## src/rtl/sct_pkg.sv

```systemverilog
// types, constants and helpers shared by the s-expression tokenizer modules
// no dependencies
`timescale 1ns / 1ps

package sct_pkg;

    typedef struct packed {
        logic [7:0] char_in;
        logic [7:0] next_char;
        logic       end_of_input;
    } t_in_item;

    typedef struct packed {
        logic [2:0]  token_kind;
        logic [7:0]  token_char;
        logic        token_start;
        logic [15:0] line_number;
        logic [15:0] column_number;
        logic        last_in_run;
    } t_out_item;

    localparam int RESULT_LIMIT = 11;
    localparam int CNT_BITS     = 4;
    localparam int DEPTH_BITS   = 16;
    localparam int QUEUE_DEPTH  = 4;
    localparam int QPTR_BITS    = 2;
    localparam int QCNT_BITS    = 3;

    localparam logic [2:0] TOK_CHAR  = 3'd0;
    localparam logic [2:0] TOK_END   = 3'd1;
    localparam logic [2:0] TOK_OPEN  = 3'd2;
    localparam logic [2:0] TOK_CLOSE = 3'd3;
    localparam logic [2:0] TOK_QUOTE = 3'd4;
    localparam logic [2:0] TOK_ERROR = 3'd5;

    localparam logic [7:0] CH_SPACE = 8'h20;
    localparam logic [7:0] CH_NL    = 8'h0A;
    localparam logic [7:0] CH_TAB   = 8'h09;
    localparam logic [7:0] CH_SEMI  = 8'h3B;
    localparam logic [7:0] CH_TICK  = 8'h27;
    localparam logic [7:0] CH_DQUOTE = 8'h22;
    localparam logic [7:0] CH_LP    = 8'h28;
    localparam logic [7:0] CH_RP    = 8'h29;

    localparam int SEG_COUNT = 7;
    localparam int SEG_BITS  = 3;
    localparam logic [SEG_BITS-1:0] SEG_PRE_END  = 3'd0;
    localparam logic [SEG_BITS-1:0] SEG_PRE_CL   = 3'd1;
    localparam logic [SEG_BITS-1:0] SEG_ACT      = 3'd2;
    localparam logic [SEG_BITS-1:0] SEG_QUOTE    = 3'd3;
    localparam logic [SEG_BITS-1:0] SEG_POPS     = 3'd4;
    localparam logic [SEG_BITS-1:0] SEG_POST_END = 3'd5;
    localparam logic [SEG_BITS-1:0] SEG_POST_CL  = 3'd6;

    // one classified source byte: counts of each token group it causes
    typedef struct packed {
        logic                pre_end;
        logic [CNT_BITS-1:0] pre_cnt;
        logic                act_valid;
        logic [2:0]          act_kind;
        logic                act_quote;
        logic [CNT_BITS-1:0] act_cnt;
        logic [7:0]          ch;
        logic                start;
        logic                post_end;
        logic [CNT_BITS-1:0] post_cnt;
        logic [15:0]         line;
        logic [15:0]         col;
    } t_cmd;

    function automatic logic is_space(input logic [7:0] c);
        return (c == CH_SPACE) || (c == CH_NL) || (c == CH_TAB);
    endfunction

endpackage

```

## src/rtl/sct_front.sv

```systemverilog
// front end: accepts source bytes, tracks lexer state and the quote stack,
// and turns each byte that causes tokens into a token command; uses sct_pkg
`timescale 1ns / 1ps

module sct_front #(
    parameter int QUOTE_STACK_DEPTH = 8,
    parameter int MAX_WORD_QUOTES   = 7,
    parameter int POSITION_BITS     = 16
) (
    input  logic              i_clk,
    input  logic              i_rst_n,
    input  logic              i_valid,
    output logic              o_ready,
    input  sct_pkg::t_in_item i_item,
    output logic              o_push,
    output sct_pkg::t_cmd     o_cmd,
    input  logic              i_full
);

    localparam int LW = $clog2(QUOTE_STACK_DEPTH + 1);
    localparam int PW = $clog2(MAX_WORD_QUOTES + 1);
    localparam int CW = $clog2(QUOTE_STACK_DEPTH + MAX_WORD_QUOTES + (1 << sct_pkg::CNT_BITS));
    localparam int PB = POSITION_BITS;
    localparam int DB = sct_pkg::DEPTH_BITS;

    logic          r_in_string, n_in_string;
    logic          r_in_comment, n_in_comment;
    logic          r_name_open, n_name_open;
    logic [PW-1:0] r_pwc, n_pwc;
    logic [DB-1:0] r_depth, n_depth;
    logic [PB-1:0] r_line, n_line;
    logic [PB-1:0] r_col, n_col;
    logic [LW-1:0] r_nruns, n_nruns;
    logic [LW-1:0] r_qcnt, n_qcnt;

    // quote stack as run-length shift register, top at index 0
    logic [DB-1:0] r_run_val [QUOTE_STACK_DEPTH];
    logic [LW-1:0] r_run_len [QUOTE_STACK_DEPTH];

    logic          accept;
    logic [7:0]    c;
    logic [7:0]    nx;
    logic [PB-1:0] col_now;
    logic          st_push;
    logic          st_pop;
    logic          st_merge;
    logic [LW-1:0] push_n;
    logic [CW-1:0] push_k;
    logic [CW-1:0] push_avail;
    sct_pkg::t_cmd cmd;

    function automatic logic [sct_pkg::CNT_BITS-1:0] clamp_cnt(input logic [CW-1:0] v);
        return (v > CW'(sct_pkg::RESULT_LIMIT)) ? sct_pkg::CNT_BITS'(sct_pkg::RESULT_LIMIT)
                                                : sct_pkg::CNT_BITS'(v);
    endfunction

    assign o_ready = !i_full;
    assign accept  = i_valid && o_ready;
    assign c       = i_item.char_in;
    assign nx      = i_item.next_char;
    assign col_now = (r_col != {PB{1'b1}}) ? r_col + 1'b1 : r_col;
    assign st_merge = (r_nruns != '0) && (r_run_val[0] == r_depth);

    always_comb begin
        n_in_string  = r_in_string;
        n_in_comment = r_in_comment;
        n_name_open  = r_name_open;
        n_pwc        = r_pwc;
        n_depth      = r_depth;
        n_line       = r_line;
        n_col        = col_now;
        st_push      = 1'b0;
        st_pop       = 1'b0;
        push_k       = '0;
        push_avail   = '0;
        push_n       = '0;
        cmd          = '0;
        cmd.line     = 16'(r_line);
        cmd.col      = 16'(col_now);

        if (r_in_comment) begin
            if (c == sct_pkg::CH_NL) begin
                n_in_comment = 1'b0;
            end
        end else if (!r_in_string && (sct_pkg::is_space(c) || c == sct_pkg::CH_SEMI ||
                     c == sct_pkg::CH_LP || c == sct_pkg::CH_RP || c == sct_pkg::CH_TICK)) begin
            // break byte ends the open name
            if (r_name_open) begin
                cmd.pre_end = 1'b1;
                cmd.pre_cnt = clamp_cnt(CW'(r_pwc));
                n_pwc       = '0;
                n_name_open = 1'b0;
            end
            if (c == sct_pkg::CH_SEMI) begin
                n_in_comment = 1'b1;
            end else if (c == sct_pkg::CH_LP) begin
                cmd.act_valid = 1'b1;
                cmd.act_kind  = sct_pkg::TOK_OPEN;
                if (r_depth != {DB{1'b1}}) begin
                    n_depth = r_depth + 1'b1;
                end
            end else if (c == sct_pkg::CH_RP) begin
                cmd.act_valid = 1'b1;
                cmd.act_kind  = sct_pkg::TOK_CLOSE;
                if (r_depth != '0) begin
                    n_depth = r_depth - 1'b1;
                end
                if (r_nruns != '0 && r_run_val[0] == n_depth) begin
                    st_pop      = 1'b1;
                    cmd.act_cnt = clamp_cnt(CW'(r_run_len[0]));
                end
            end else if (c == sct_pkg::CH_TICK) begin
                cmd.act_valid = 1'b1;
                if (sct_pkg::is_space(nx)) begin
                    cmd.act_kind = sct_pkg::TOK_ERROR;
                end else begin
                    cmd.act_kind  = sct_pkg::TOK_OPEN;
                    cmd.act_quote = 1'b1;
                    if (nx == sct_pkg::CH_LP) begin
                        push_k     = CW'(n_pwc) + 1'b1;
                        push_avail = CW'(QUOTE_STACK_DEPTH) - CW'(r_qcnt);
                        push_n     = LW'((push_k < push_avail) ? push_k : push_avail);
                        st_push    = (push_n != '0);
                        n_pwc      = '0;
                    end else if (n_pwc < PW'(MAX_WORD_QUOTES)) begin
                        n_pwc = n_pwc + 1'b1;
                    end
                end
            end
        end else begin
            if (c == sct_pkg::CH_DQUOTE) begin
                n_in_string = !r_in_string;
            end
            cmd.act_valid = 1'b1;
            cmd.act_kind  = sct_pkg::TOK_CHAR;
            cmd.ch        = c;
            cmd.start     = !r_name_open;
            n_name_open   = 1'b1;
        end

        if (c == sct_pkg::CH_NL) begin
            if (r_line != {PB{1'b1}}) begin
                n_line = r_line + 1'b1;
            end
            n_col = '0;
        end

        if (i_item.end_of_input) begin
            cmd.post_end = n_name_open;
            cmd.post_cnt = clamp_cnt(CW'(n_pwc));
            n_name_open  = 1'b0;
            n_pwc        = '0;
        end

        n_nruns = r_nruns;
        n_qcnt  = r_qcnt;
        if (st_pop) begin
            n_nruns = r_nruns - 1'b1;
            n_qcnt  = r_qcnt - r_run_len[0];
        end else if (st_push) begin
            n_qcnt = r_qcnt + push_n;
            if (!st_merge) begin
                n_nruns = r_nruns + 1'b1;
            end
        end
    end

    assign o_cmd  = cmd;
    assign o_push = accept && (cmd.pre_end || cmd.act_valid || cmd.post_end ||
                               cmd.post_cnt != '0);

    always_ff @(posedge i_clk) begin
        if (!i_rst_n) begin
            r_in_string  <= 1'b0;
            r_in_comment <= 1'b0;
            r_name_open  <= 1'b0;
            r_pwc        <= '0;
            r_depth      <= '0;
            r_line       <= PB'(1);
            r_col        <= '0;
            r_nruns      <= '0;
            r_qcnt       <= '0;
        end else if (accept) begin
            r_in_string  <= n_in_string;
            r_in_comment <= n_in_comment;
            r_name_open  <= n_name_open;
            r_pwc        <= n_pwc;
            r_depth      <= n_depth;
            r_line       <= n_line;
            r_col        <= n_col;
            r_nruns      <= n_nruns;
            r_qcnt       <= n_qcnt;
        end
    end

    always_ff @(posedge i_clk) begin
        if (accept) begin
            if (st_pop) begin
                for (int i = 0; i < QUOTE_STACK_DEPTH - 1; i++) begin
                    r_run_val[i] <= r_run_val[i+1];
                    r_run_len[i] <= r_run_len[i+1];
                end
            end else if (st_push) begin
                if (st_merge) begin
                    r_run_len[0] <= r_run_len[0] + push_n;
                end else begin
                    for (int i = 1; i < QUOTE_STACK_DEPTH; i++) begin
                        r_run_val[i] <= r_run_val[i-1];
                        r_run_len[i] <= r_run_len[i-1];
                    end
                    r_run_val[0] <= r_depth;
                    r_run_len[0] <= push_n;
                end
            end
        end
    end

    a_runs_le_count: assert property (@(posedge i_clk) disable iff (!i_rst_n)
        r_nruns <= r_qcnt)
        else $error("quote stack has more runs than entries");

    a_empty_consistent: assert property (@(posedge i_clk) disable iff (!i_rst_n)
        (r_nruns == '0) == (r_qcnt == '0))
        else $error("quote stack run count and entry count disagree on empty");

    a_count_bound: assert property (@(posedge i_clk) disable iff (!i_rst_n)
        r_qcnt <= LW'(QUOTE_STACK_DEPTH))
        else $error("quote stack count beyond depth");

endmodule

```

## src/rtl/sct_queue.sv

```systemverilog
// short command queue between front and back end
// uses sct_pkg for the command type and depth
`timescale 1ns / 1ps

module sct_queue (
    input  logic          i_clk,
    input  logic          i_rst_n,
    input  logic          i_push,
    input  sct_pkg::t_cmd i_data,
    output logic          o_full,
    input  logic          i_pop,
    output logic          o_valid,
    output sct_pkg::t_cmd o_data
);

    sct_pkg::t_cmd                   r_mem [sct_pkg::QUEUE_DEPTH];
    logic [sct_pkg::QPTR_BITS-1:0]   r_wptr;
    logic [sct_pkg::QPTR_BITS-1:0]   r_rptr;
    logic [sct_pkg::QCNT_BITS-1:0]   r_count;
    logic                            do_pop;

    assign o_full  = (r_count == sct_pkg::QCNT_BITS'(sct_pkg::QUEUE_DEPTH));
    assign o_valid = (r_count != '0);
    assign o_data  = r_mem[r_rptr];
    assign do_pop  = i_pop && o_valid;

    always_ff @(posedge i_clk) begin
        if (i_push) begin
            r_mem[r_wptr] <= i_data;
        end
    end

    always_ff @(posedge i_clk) begin
        if (!i_rst_n) begin
            r_wptr  <= '0;
            r_rptr  <= '0;
            r_count <= '0;
        end else begin
            if (i_push) begin
                r_wptr <= r_wptr + 1'b1;
            end
            if (do_pop) begin
                r_rptr <= r_rptr + 1'b1;
            end
            if (i_push && !do_pop) begin
                r_count <= r_count + 1'b1;
            end else if (!i_push && do_pop) begin
                r_count <= r_count - 1'b1;
            end
        end
    end

    a_no_push_full: assert property (@(posedge i_clk) disable iff (!i_rst_n)
        i_push |-> !o_full)
        else $error("request pushed into full command queue");

endmodule

```

## src/rtl/sct_back.sv

```systemverilog
// back end: expands one command per run into token requests, one per cycle
// while the output is not stalled, keeps the first eleven and marks the last; uses sct_pkg
`timescale 1ns / 1ps

module sct_back (
    input  logic               i_clk,
    input  logic               i_rst_n,
    input  logic               i_q_valid,
    input  sct_pkg::t_cmd      i_q_data,
    output logic               o_q_pop,
    output logic               o_valid,
    input  logic               i_ready,
    output sct_pkg::t_out_item o_item
);

    localparam int CB = sct_pkg::CNT_BITS;
    localparam int SB = sct_pkg::SEG_BITS;

    logic                 r_busy;
    logic [SB-1:0]        r_seg;
    logic [CB-1:0]        r_rem;
    logic [CB-1:0]        r_num;
    logic [CB-1:0]        r_cnt [sct_pkg::SEG_COUNT];
    logic [2:0]           r_akind;
    logic [7:0]           r_ch;
    logic                 r_start;
    logic [15:0]          r_line;
    logic [15:0]          r_col;
    logic                 r_ovalid;
    sct_pkg::t_out_item   r_oitem;

    logic [CB-1:0]        l_cnt [sct_pkg::SEG_COUNT];
    logic [SB-1:0]        l_first;
    logic [SB-1:0]        nxt_seg;
    logic                 more_later;
    logic                 adv;
    logic                 last;
    logic                 load;
    sct_pkg::t_out_item   res;

    always_comb begin
        l_cnt[sct_pkg::SEG_PRE_END]  = CB'(i_q_data.pre_end);
        l_cnt[sct_pkg::SEG_PRE_CL]   = i_q_data.pre_cnt;
        l_cnt[sct_pkg::SEG_ACT]      = CB'(i_q_data.act_valid);
        l_cnt[sct_pkg::SEG_QUOTE]    = CB'(i_q_data.act_quote);
        l_cnt[sct_pkg::SEG_POPS]     = i_q_data.act_cnt;
        l_cnt[sct_pkg::SEG_POST_END] = CB'(i_q_data.post_end);
        l_cnt[sct_pkg::SEG_POST_CL]  = i_q_data.post_cnt;
        l_first = '0;
        for (int j = sct_pkg::SEG_COUNT - 1; j >= 0; j--) begin
            if (l_cnt[j] != '0) begin
                l_first = SB'(j);
            end
        end
    end

    always_comb begin
        nxt_seg    = r_seg;
        more_later = 1'b0;
        for (int j = sct_pkg::SEG_COUNT - 1; j >= 0; j--) begin
            if (j > int'(r_seg) && r_cnt[j] != '0) begin
                nxt_seg    = SB'(j);
                more_later = 1'b1;
            end
        end
    end

    assign adv  = r_busy && (!r_ovalid || i_ready);
    assign last = ((r_rem == CB'(1)) && !more_later) ||
                  (r_num == CB'(sct_pkg::RESULT_LIMIT - 1));
    assign load = i_q_valid && (!r_busy || (adv && last));
    assign o_q_pop = load;

    always_comb begin
        res               = '0;
        res.line_number   = r_line;
        res.column_number = r_col;
        res.last_in_run   = last;
        case (r_seg)
            sct_pkg::SEG_PRE_END:  res.token_kind = sct_pkg::TOK_END;
            sct_pkg::SEG_PRE_CL:   res.token_kind = sct_pkg::TOK_CLOSE;
            sct_pkg::SEG_ACT: begin
                res.token_kind = r_akind;
                if (r_akind == sct_pkg::TOK_CHAR) begin
                    res.token_char  = r_ch;
                    res.token_start = r_start;
                end
            end
            sct_pkg::SEG_QUOTE:    res.token_kind = sct_pkg::TOK_QUOTE;
            sct_pkg::SEG_POPS:     res.token_kind = sct_pkg::TOK_CLOSE;
            sct_pkg::SEG_POST_END: res.token_kind = sct_pkg::TOK_END;
            sct_pkg::SEG_POST_CL:  res.token_kind = sct_pkg::TOK_CLOSE;
            default:               res.token_kind = sct_pkg::TOK_ERROR;
        endcase
    end

    always_ff @(posedge i_clk) begin
        if (!i_rst_n) begin
            r_busy   <= 1'b0;
            r_ovalid <= 1'b0;
            r_seg    <= '0;
            r_rem    <= '0;
            r_num    <= '0;
        end else begin
            if (adv) begin
                r_ovalid <= 1'b1;
            end else if (i_ready) begin
                r_ovalid <= 1'b0;
            end
            if (load) begin
                r_busy <= 1'b1;
                r_seg  <= l_first;
                r_rem  <= l_cnt[l_first];
                r_num  <= '0;
            end else if (adv) begin
                r_num <= r_num + 1'b1;
                if (last) begin
                    r_busy <= 1'b0;
                end else if (r_rem != CB'(1)) begin
                    r_rem <= r_rem - 1'b1;
                end else begin
                    r_seg <= nxt_seg;
                    r_rem <= r_cnt[nxt_seg];
                end
            end
        end
    end

    always_ff @(posedge i_clk) begin
        if (adv) begin
            r_oitem <= res;
        end
        if (load) begin
            r_cnt   <= l_cnt;
            r_akind <= i_q_data.act_kind;
            r_ch    <= i_q_data.ch;
            r_start <= i_q_data.start;
            r_line  <= i_q_data.line;
            r_col   <= i_q_data.col;
        end
    end

    assign o_valid = r_ovalid;
    assign o_item  = r_oitem;

    a_num_bound: assert property (@(posedge i_clk) disable iff (!i_rst_n)
        r_busy |-> r_num < CB'(sct_pkg::RESULT_LIMIT))
        else $error("run emitted more than the result limit");

    a_rem_nonzero: assert property (@(posedge i_clk) disable iff (!i_rst_n)
        r_busy |-> r_rem != '0)
        else $error("active segment has no requests left");

endmodule

```

## src/rtl/sexpr_char_tokenizer.sv

```systemverilog
// top level of the s-expression character tokenizer
// instantiates sct_front, sct_queue and sct_back; uses sct_pkg
`timescale 1ns / 1ps

// One source byte is taken per cycle while the four-entry command queue has
// room. The front end classifies each byte and updates string, comment, name,
// depth, line/column and quote stack state in the same cycle. The back end
// hands out one token request per cycle from an output register while the
// receiver is ready; a byte with n tokens (n up to 11) holds it until all n
// are out, and bytes with no tokens (comments, whitespace outside names) cost
// nothing there. Sustained input rate is one byte per cycle if bytes average
// at most one token and the receiver keeps up; longer bursts fill the queue
// and then hold off input. Tokens pass queue, command and output registers.
module sexpr_char_tokenizer #(
    parameter int QUOTE_STACK_DEPTH = 8,
    parameter int MAX_WORD_QUOTES   = 7,
    parameter int POSITION_BITS     = 16
) (
    input  logic               i_clk,
    input  logic               i_rst_n,
    input  logic               i_in_valid,
    output logic               o_in_ready,
    input  sct_pkg::t_in_item  i_in_item,
    output logic               o_out_valid,
    input  logic               i_out_ready,
    output sct_pkg::t_out_item o_out_item
);

    logic          q_push;
    logic          q_full;
    logic          q_pop;
    logic          q_valid;
    sct_pkg::t_cmd f_cmd;
    sct_pkg::t_cmd q_cmd;

    sct_front #(
        .QUOTE_STACK_DEPTH (QUOTE_STACK_DEPTH),
        .MAX_WORD_QUOTES   (MAX_WORD_QUOTES),
        .POSITION_BITS     (POSITION_BITS)
    ) u_front (
        .i_clk   (i_clk),
        .i_rst_n (i_rst_n),
        .i_valid (i_in_valid),
        .o_ready (o_in_ready),
        .i_item  (i_in_item),
        .o_push  (q_push),
        .o_cmd   (f_cmd),
        .i_full  (q_full)
    );

    sct_queue u_queue (
        .i_clk   (i_clk),
        .i_rst_n (i_rst_n),
        .i_push  (q_push),
        .i_data  (f_cmd),
        .o_full  (q_full),
        .i_pop   (q_pop),
        .o_valid (q_valid),
        .o_data  (q_cmd)
    );

    sct_back u_back (
        .i_clk     (i_clk),
        .i_rst_n   (i_rst_n),
        .i_q_valid (q_valid),
        .i_q_data  (q_cmd),
        .o_q_pop   (q_pop),
        .o_valid   (o_out_valid),
        .i_ready   (i_out_ready),
        .o_item    (o_out_item)
    );

endmodule

```

## config.mk

```make
export PLATFORM = sky130hd
export DESIGN_NAME = sexpr_char_tokenizer
export DESIGN_NICKNAME = d
export VERILOG_FILES = /design/src/rtl/sct_pkg.sv /design/src/rtl/sct_front.sv /design/src/rtl/sct_queue.sv /design/src/rtl/sct_back.sv /design/src/rtl/sexpr_char_tokenizer.sv
export SDC_FILE = /design/constraint.sdc
export NUM_CORES = 1
export LEC_CHECK = 0
export CAP_MARGIN = 30
export CORE_MARGIN = 2
export CORE_UTILIZATION = 52
export CTS_CLUSTER_DIAMETER = 150
export DETAILED_ROUTE_END_ITERATION = 10
export DONT_BUFFER_PORTS = 1
export PLACE_DENSITY = 0.66
export SYNTH_ARGS = -nofsm -noshare
export SYNTH_HDL_FRONTEND = slang
export SYNTH_SLANG_ARGS = --single-unit
export TNS_END_PERCENT = 10
```

## constraint.sdc

```tcl
create_clock -name i_clk -period 10.5 [get_ports i_clk]
set_clock_uncertainty 0.1 [all_clocks]
set_input_delay 0.525 -clock i_clk [delete_from_list [all_inputs] [get_ports i_clk]]
set_output_delay 0.525 -clock i_clk [all_outputs]
set_load 0.01 [all_outputs]
```

# After elaboration in Yosys (flattened, before gate mapping)
# Memories as Yosys holds them, arrays and structs flattened. A register that Yosys moved wholly into a read port is not among the register bits.
# Index checks and enable logic that the tools add are counted.
[word_totals]
register_bits = 187
ram_bits = 400
in_bits = 21
mem_count = 3
[classes]
n_addsub = 18
magnitude_cmp = 11
n_eq_ne = 31
mux = 150
bitwise_logic = 21
reduce_logical = 71
[mem_list]
columns = ["memory", "depth", "word_bits", "rd", "rd_ports_with_merged_regs", "wr", "line_no", "text"]
rows = [
  ["u_queue.r_mem", 4, 60, 1, 1, 1, "sct_queue.sv:16", "sct_pkg::t_cmd r_mem [sct_pkg::QUEUE_DEPTH];"],
  ["u_front.r_run_val", 8, 16, 8, 0, 8, "sct_front.sv:37", "logic [DB-1:0] r_run_val [QUOTE_STACK_DEPTH];"],
  ["u_front.r_run_len", 8, 4, 8, 0, 8, "sct_front.sv:38", "logic [LW-1:0] r_run_len [QUOTE_STACK_DEPTH];"],
]
[op_table]
columns = ["op", "count"]
rows = [
  ["$mux W16", 18],
  ["$mux W4", 36],
  ["$mux W3", 33],
  ["$eq A8 B6 Y1 const B", 8],
  ["$mux W1", 49],
  ["$add A16 B1 Y16 const B", 3],
  ["$ne A16 B16 Y1 const B", 3],
  ["$reduce_bool A4 Y1", 9],
  ["$eq A16 B16 Y1", 2],
  ["$eq A8 B4 Y1 const B", 4],
  ["$mux W5", 6],
  ["$bmux W4 S3", 2],
  ["$mux W23", 1],
  ["$logic_and A1 B1 Y1", 18],
  ["$mux W9", 2],
  ["$reduce_bool A16 Y1", 1],
  ["$sub A16 B1 Y16 const B", 1],
  ["$or A1 B1 Y1", 15],
  ["$logic_or A1 B1 Y1", 14],
  ["$eq A3 B3 Y1 const B", 4],
  ["$pmux W3 S4", 1],
  ["$reduce_bool A2 Y1", 6],
  ["$gt A3 B3 Y1 const A", 3],
  ["$reduce_and A3 Y1", 3],
  ["other kinds (33)", 60],
]

# Depth between registers and ports, before layout
[logic_depth]
word_depth = 28
mapped_depth = 24
depth_no_buf = 22

# Cells and area by module
# Synthesis repeated with hierarchy kept, for this count alone.
[unflattened]
cells_unflattened = 1968
hier_area_um2 = 25757.2
[by_module_without_submodules]
columns = ["module", "n_inst", "cells_each", "area_per_inst_um2", "seq_area_each_um2"]
rows = [
  ["sct_front", 1, 1325, 12040.3, 6045.8],
  ["sct_queue", 1, 357, 9200.1, 7387.1],
  ["sct_back", 1, 286, 4516.8, 3413.3],
]

# Least setup slack after synthesis
# OpenSTA, ideal clock, no wires.
[synth_path]
path_type = "register to register"
start = "reg u_front.r_name_open"
end = "mem u_front.r_run_len[0][10] (netlist bit), enable pin"
arrival_time_ns = 4.149
required_ns = 9.964
slack_ns = 5.816
stages_incl_launch_ff = 14
n_path_buf = 2
synth_period_minus_slack_ns = 4.684
cell_sequence = "dfxtp_1 -> clkbuf_1 -> nor2b_1 -> clkbuf_1 -> ha_1 -> xor2_1 -> inv_1 -> ha_1 -> o21ai_0 -> o21ai_0 -> o211a_1 -> o2111a_1 -> nor2b_1 -> a21o_2"
[synth_rtl]
columns = ["item", "line_no", "text"]
rows = [
  ["start: declaration", "sct_front.sv:28", "logic r_name_open, n_name_open;"],
  ["start signal: assignment", "sct_front.sv:186", "r_name_open <= n_name_open;"],
  ["end: declaration", "sct_front.sv:38", ""],
]

# Worst setup path in the final report
[layout_path]
start = "reg u_front.r_depth[1]"
end = "reg u_front.r_qcnt[3]"
[layout_between]
elab_chain_len = 17
[layout_rtl]
columns = ["item", "line_no", "text"]
rows = [
  ["start: declaration", "sct_front.sv:30", "logic [DB-1:0] r_depth, n_depth;"],
  ["start signal: assignment", "sct_front.sv:188", "r_depth <= n_depth;"],
  ["$sub A16 B1 Y16 / $reduce_bool A16 Y1 (equally long branches)", "sct_front.sv:106, sct_front.sv:105", ""],
  ["$mux W16 (*)", "sct_front.sv:105", "if (r_depth != '0) begin"],
  ["$mux W16 (*)", "sct_front.sv:102", "end else if (c == sct_pkg::CH_RP) begin"],
  ["$mux W16 (*)", "sct_front.sv:96", "end else if (c == sct_pkg::CH_LP) begin"],
  ["$mux W16 (*)", "sct_front.sv:94", "if (c == sct_pkg::CH_SEMI) begin"],
  ["$mux W16 (*)", "sct_front.sv:85", "end else if (!r_in_string && (sct_pkg::is_space(c) || c == sct_pkg::CH_SEMI ||"],
  ["$mux W16 (*)", "sct_front.sv:81", "if (r_in_comment) begin"],
  ["$eq A16 B16 Y1 (*)", "sct_front.sv:108", "if (r_nruns != '0 && r_run_val[0] == n_depth) begin"],
  ["$logic_and A1 B1 Y1 (*)", "sct_front.sv:108", ""],
  ["$mux W1 (*)", "sct_front.sv:108", ""],
  ["$mux W1 (*)", "sct_front.sv:102", ""],
  ["$mux W1 (*)", "sct_front.sv:96", ""],
  ["$mux W1 (*)", "sct_front.sv:94", ""],
  ["$mux W1 (*)", "sct_front.sv:85", ""],
  ["$mux W1 (*)", "sct_front.sv:81", ""],
  ["$reduce_bool A2 Y1 (no source line)", "-", ""],
  ["$reduce_and A2 Y1 (no source line)", "-", ""],
  ["end signal: assignment", "sct_front.sv:192", "r_qcnt <= n_qcnt;"],
  ["end: declaration", "sct_front.sv:34", "logic [LW-1:0] r_qcnt, n_qcnt;"],
]
# Every way passes the cells marked *; elsewhere a longest branch is shown, timed or not. The select of a mux whose other input is x is not followed.
# A chain may end at the register's enable or synchronous reset.

==> impl_metrics.json <==
{
  "outcome": "complete, no violations",
  "cts_buffer_depth": 3,
  "first_pass_iters": 5,
  "drv_slew": 0,
  "place_area_sq_mm": 0.02592,
  "initial_utilization_pct": 52.85,
  "power_density_mw_per_mm2": 210.5,
  "syn_area_sq_mm": 0.02534,
  "die-area_sq_mm": 0.05051,
  "fin_cells": 2400,
  "syn_inst": 1741,
  "cts_tree": "done",
  "cp-endpoint": "u_front.r_qcnt[3]",
  "insertion_delay_ns": 0.63,
  "reg2reg_slack_ns": 5.08,
  "fp-row-count": 80,
  "place_congestion": 0.8883,
  "setup_viol": 0,
  "port_buffers": 0,
  "required_ns": 10.91,
  "post-route-min-period_ns": 5.417,
  "power_mw": 5.892,
  "fmax_ghz": 0.1846,
  "rsz0062_at_grt": "no",
  "rr_startpoint": "u_front.r_depth[1]",
  "grt_max_degree": 76,
  "cp-end-kind": "register",
  "die_h_um": 224.7,
  "overflow": 0,
  "crit_chain": "inv_1 > ha_1 > nor4b_1 > nand4_1 > mux2i_1 > xor2_1 > nor3_1 > and3_1 > nand2_4 > inv_6 > mux2_4 > inv_2 > ha_1 > a21o_1 > a21oi_1 > or4_1 > and3_1 > and3_1 > o21a_1",
  "synth_cell_types": 90,
  "cts-root-buf": "clkbuf_16",
  "critPathMaxFanout": 14,
  "async_flop_share_pct": 0,
  "final_common_cell": "edfxtp_1",
  "ys_seq_elements": 579,
  "wl_per_cell_um": 21.19,
  "n_antenna_cell": 0,
  "placed_cells": 2287,
  "drc_errors": 0,
  "synth_seq_area_share_pct": 65.30,
  "drive_gt1_share_pct": 16.25,
  "fin_crit_sh_pct": 51.59,
  "crit_arrival_ns": 5.83,
  "coreArea_sq_mm": 0.04795,
  "synthToLayoutAreaGrowth_pct": 10.45,
  "tns_ns": 0,
  "track_usage_pct": 20.36,
  "wirelength_um": 50860,
  "post_cts_resized": 0,
  "io_pins": 68,
  "p_leak_nw": 9.012,
  "worst_slew_pin_slew_ns": 0.9352,
  "slowest_stage": "nand4_1",
  "vias": 14510,
  "synth_warnings": 0,
  "drtAntennaViolNets": 0,
  "hold_viol_final": 0,
  "relSlewSlack_pct": 37.66,
  "drtIter0Drc": 1223,
  "die-width_um": 224.7,
  "synth-main-ff-cell": "edfxtp_1",
  "final_cell_mix": "edfxtp_1, nor2_1, dfxtp_1",
  "synth_edf_count": 495,
  "vdd_ir_drop_max_mv": 0.1307,
  "regToRegEndpoint": "u_front.r_qcnt[3]",
  "clk_pin_slew_ns": 0.06,
  "hp-class": "input port to register",
  "path_common_cell": "and3_1",
  "grt_first_pass_wirelength_um": 79980,
  "numCtsBuffers": 58,
  "dpl.hpwl_um": 31600,
  "design_area_sq_mm": 0.02799,
  "num-nets-final": 1787,
  "syn-num-nets": 1793,
  "fillers": 3666,
  "slowest_delay_ns": 0.59,
  "htree_levels": 2,
  "syn_area_per_cell_sq_um": 14.55,
  "cp-startpoint": "u_front.r_depth[1]",
  "rr_worst_depth": 19,
  "cts.sinks": 579,
  "antenna_found_initial": 0,
  "viasPerCell": 6.046,
  "first_global_vias": 14320,
  "drv_cap": 0,
  "crit_type": "register to register",
  "critPathLaunchType": "register"
}
[logic make-up after synthesis]
logic type | count (synthesis) | synth area share, %
fa+ha+maj | 31 | 1.649
xor+xnor | 74 | 2.558
compound gates | 241 | 6.459
flops | 579 | 65.30
buf+inv | 133 | 2.227
mux | 199 | 11.34
simple gates | 484 | 10.47
[worst min-delay path by stage]
stage,start,cells after the start,slack (ns),to
after global placement,u_back.r_line[12],0,0.30,u_back.o_item[29]
after floorplan,u_back.r_col[9],0,0.30,u_back.o_item[10]
after global routing,i_rst_n,2,0.05,u_front.r_line[0]
after CTS,i_rst_n,2,0.04,u_back.r_num[0]
after detailed placement,u_back.r_col[13],0,0.30,u_back.o_item[14]
final,i_rst_n,2,0.07,u_back.r_num[0]
[stage by stage]
stage / hold WS [ns] / util (%) / setup WS (ns)
finish: 0.07413 / 58.37 / 5.083
global route: 0.04900 / 58.37 / 4.689
CTS: 0.03636 / 58.32 / 5.183
detailed placement: 0.3045 / 54.07 / 5.227
global placement: 0.3014 / 54.01 / 5.109
floorplan: 0.3003 / - / 5.816
[area by class of cell]
| type | count | area (sq um) | share of cell area (%) |
|---|---|---|---|
| Timing Repair Buffer | 21 | 212.7 | 0.7600 |
| Sequential cell | 579 | 16550 | 59.14 |
| Inverter | 46 | 177.7 | 0.6348 |
| Tap cell | 615 | 769.5 | 2.749 |
| Clock inverter | 30 | 390.4 | 1.395 |
| Multi-Input combinational cell | 1029 | 8272 | 29.55 |
| Clock buffer | 80 | 1615 | 5.771 |
[state kept, by name (all words and copies together), names as in the netlist, 4 cells and up, named ones only]
signal,cells
u_back.r_col,16
u_queue.r_mem,232
u_back.r_num,4
u_back.r_ch,8
u_back.r_rem,4
u_front.r_run_len,32
u_front.r_qcnt,4
u_back.r_line,16
u_front.r_col,16
u_front.r_nruns,4
u_front.r_line,16
u_back.r_cnt,14
u_back.o_item,45
u_front.r_run_val,128
u_front.r_depth,16
[cells in the mapped netlist, types with 5 or more instances]
cell type | instances | area share, %
o21a_1 | 6 | 0.18
a21oi_1 | 57 | 1.1
nand3b_1 | 8 | 0.24
nor3_1 | 37 | 0.73
nand2_1 | 74 | 1.1
clkbuf_1 | 49 | 0.73
xnor2_1 | 44 | 1.5
nor2_1 | 115 | 1.7
nor4b_1 | 5 | 0.17
nor4_1 | 21 | 0.52
mux2_1 | 44 | 2.0
a31oi_1 | 20 | 0.49
a21o_1 | 7 | 0.21
xor2_1 | 30 | 1.0
inv_1 | 43 | 0.64
and3_1 | 18 | 0.44
mux2i_1 | 19 | 0.75
or3b_2 | 5 | 0.17
dfxtp_1 | 84 | 6.6
or2_2 | 7 | 0.17
a211o_1 | 6 | 0.21
ha_1 | 27 | 1.3
nor3b_1 | 7 | 0.21
mux2_2 | 77 | 3.4
and2_1 | 35 | 0.86
and4_1 | 5 | 0.17
mux4_2 | 58 | 5.2
buf_1 | 10 | 0.15
buf_2 | 24 | 0.47
a22oi_1 | 16 | 0.47
a22o_1 | 23 | 0.79
or4_1 | 11 | 0.33
edfxtp_1 | 495 | 59
nor2b_1 | 14 | 0.35
o2111ai_1 | 5 | 0.17
nand4_1 | 25 | 0.62
nand2b_1 | 13 | 0.32
o21ai_0 | 45 | 0.89
nand3_1 | 40 | 0.79
a211oi_1 | 9 | 0.27
or3_1 | 18 | 0.44
[critical path: cells and delay by family, from the launching register on]
family                   cells  cell delay, ns
buffers and inverters        3            0.31
flip-flops                   1            0.49
adder cells (fa/ha/maj)      2            0.60
multiplexers                 2            0.69
AO/OA/AOI/OAI                3            0.38
XOR/XNOR                     1            0.11
AND/OR/NAND/NOR              8            2.64
[what timing repair did]
action,in CTS,in global routing
hold endpoints to repair,22,0
setup buffers,0,0
hold buffers,2,0
[power breakdown]
| group | switching [mW] | internal (mW) |
|---|---|---|
| sequential | 0.148 | 2.85 |
| clock | 0.866 | 1.28 |
| combinational | 0.455 | 0.297 |
| total | 1.47 | 4.42 |
[routing by layer]
metal,up-vias,GRT usage [%],wire length [um]
met5,-,0,0
met4,0,6.430,1319
met3,90,3.815,2683
met2,388,32.61,23650
met1,7308,28.43,23210
li1,6724,-,-
Power figures use the tool's default switching activity.
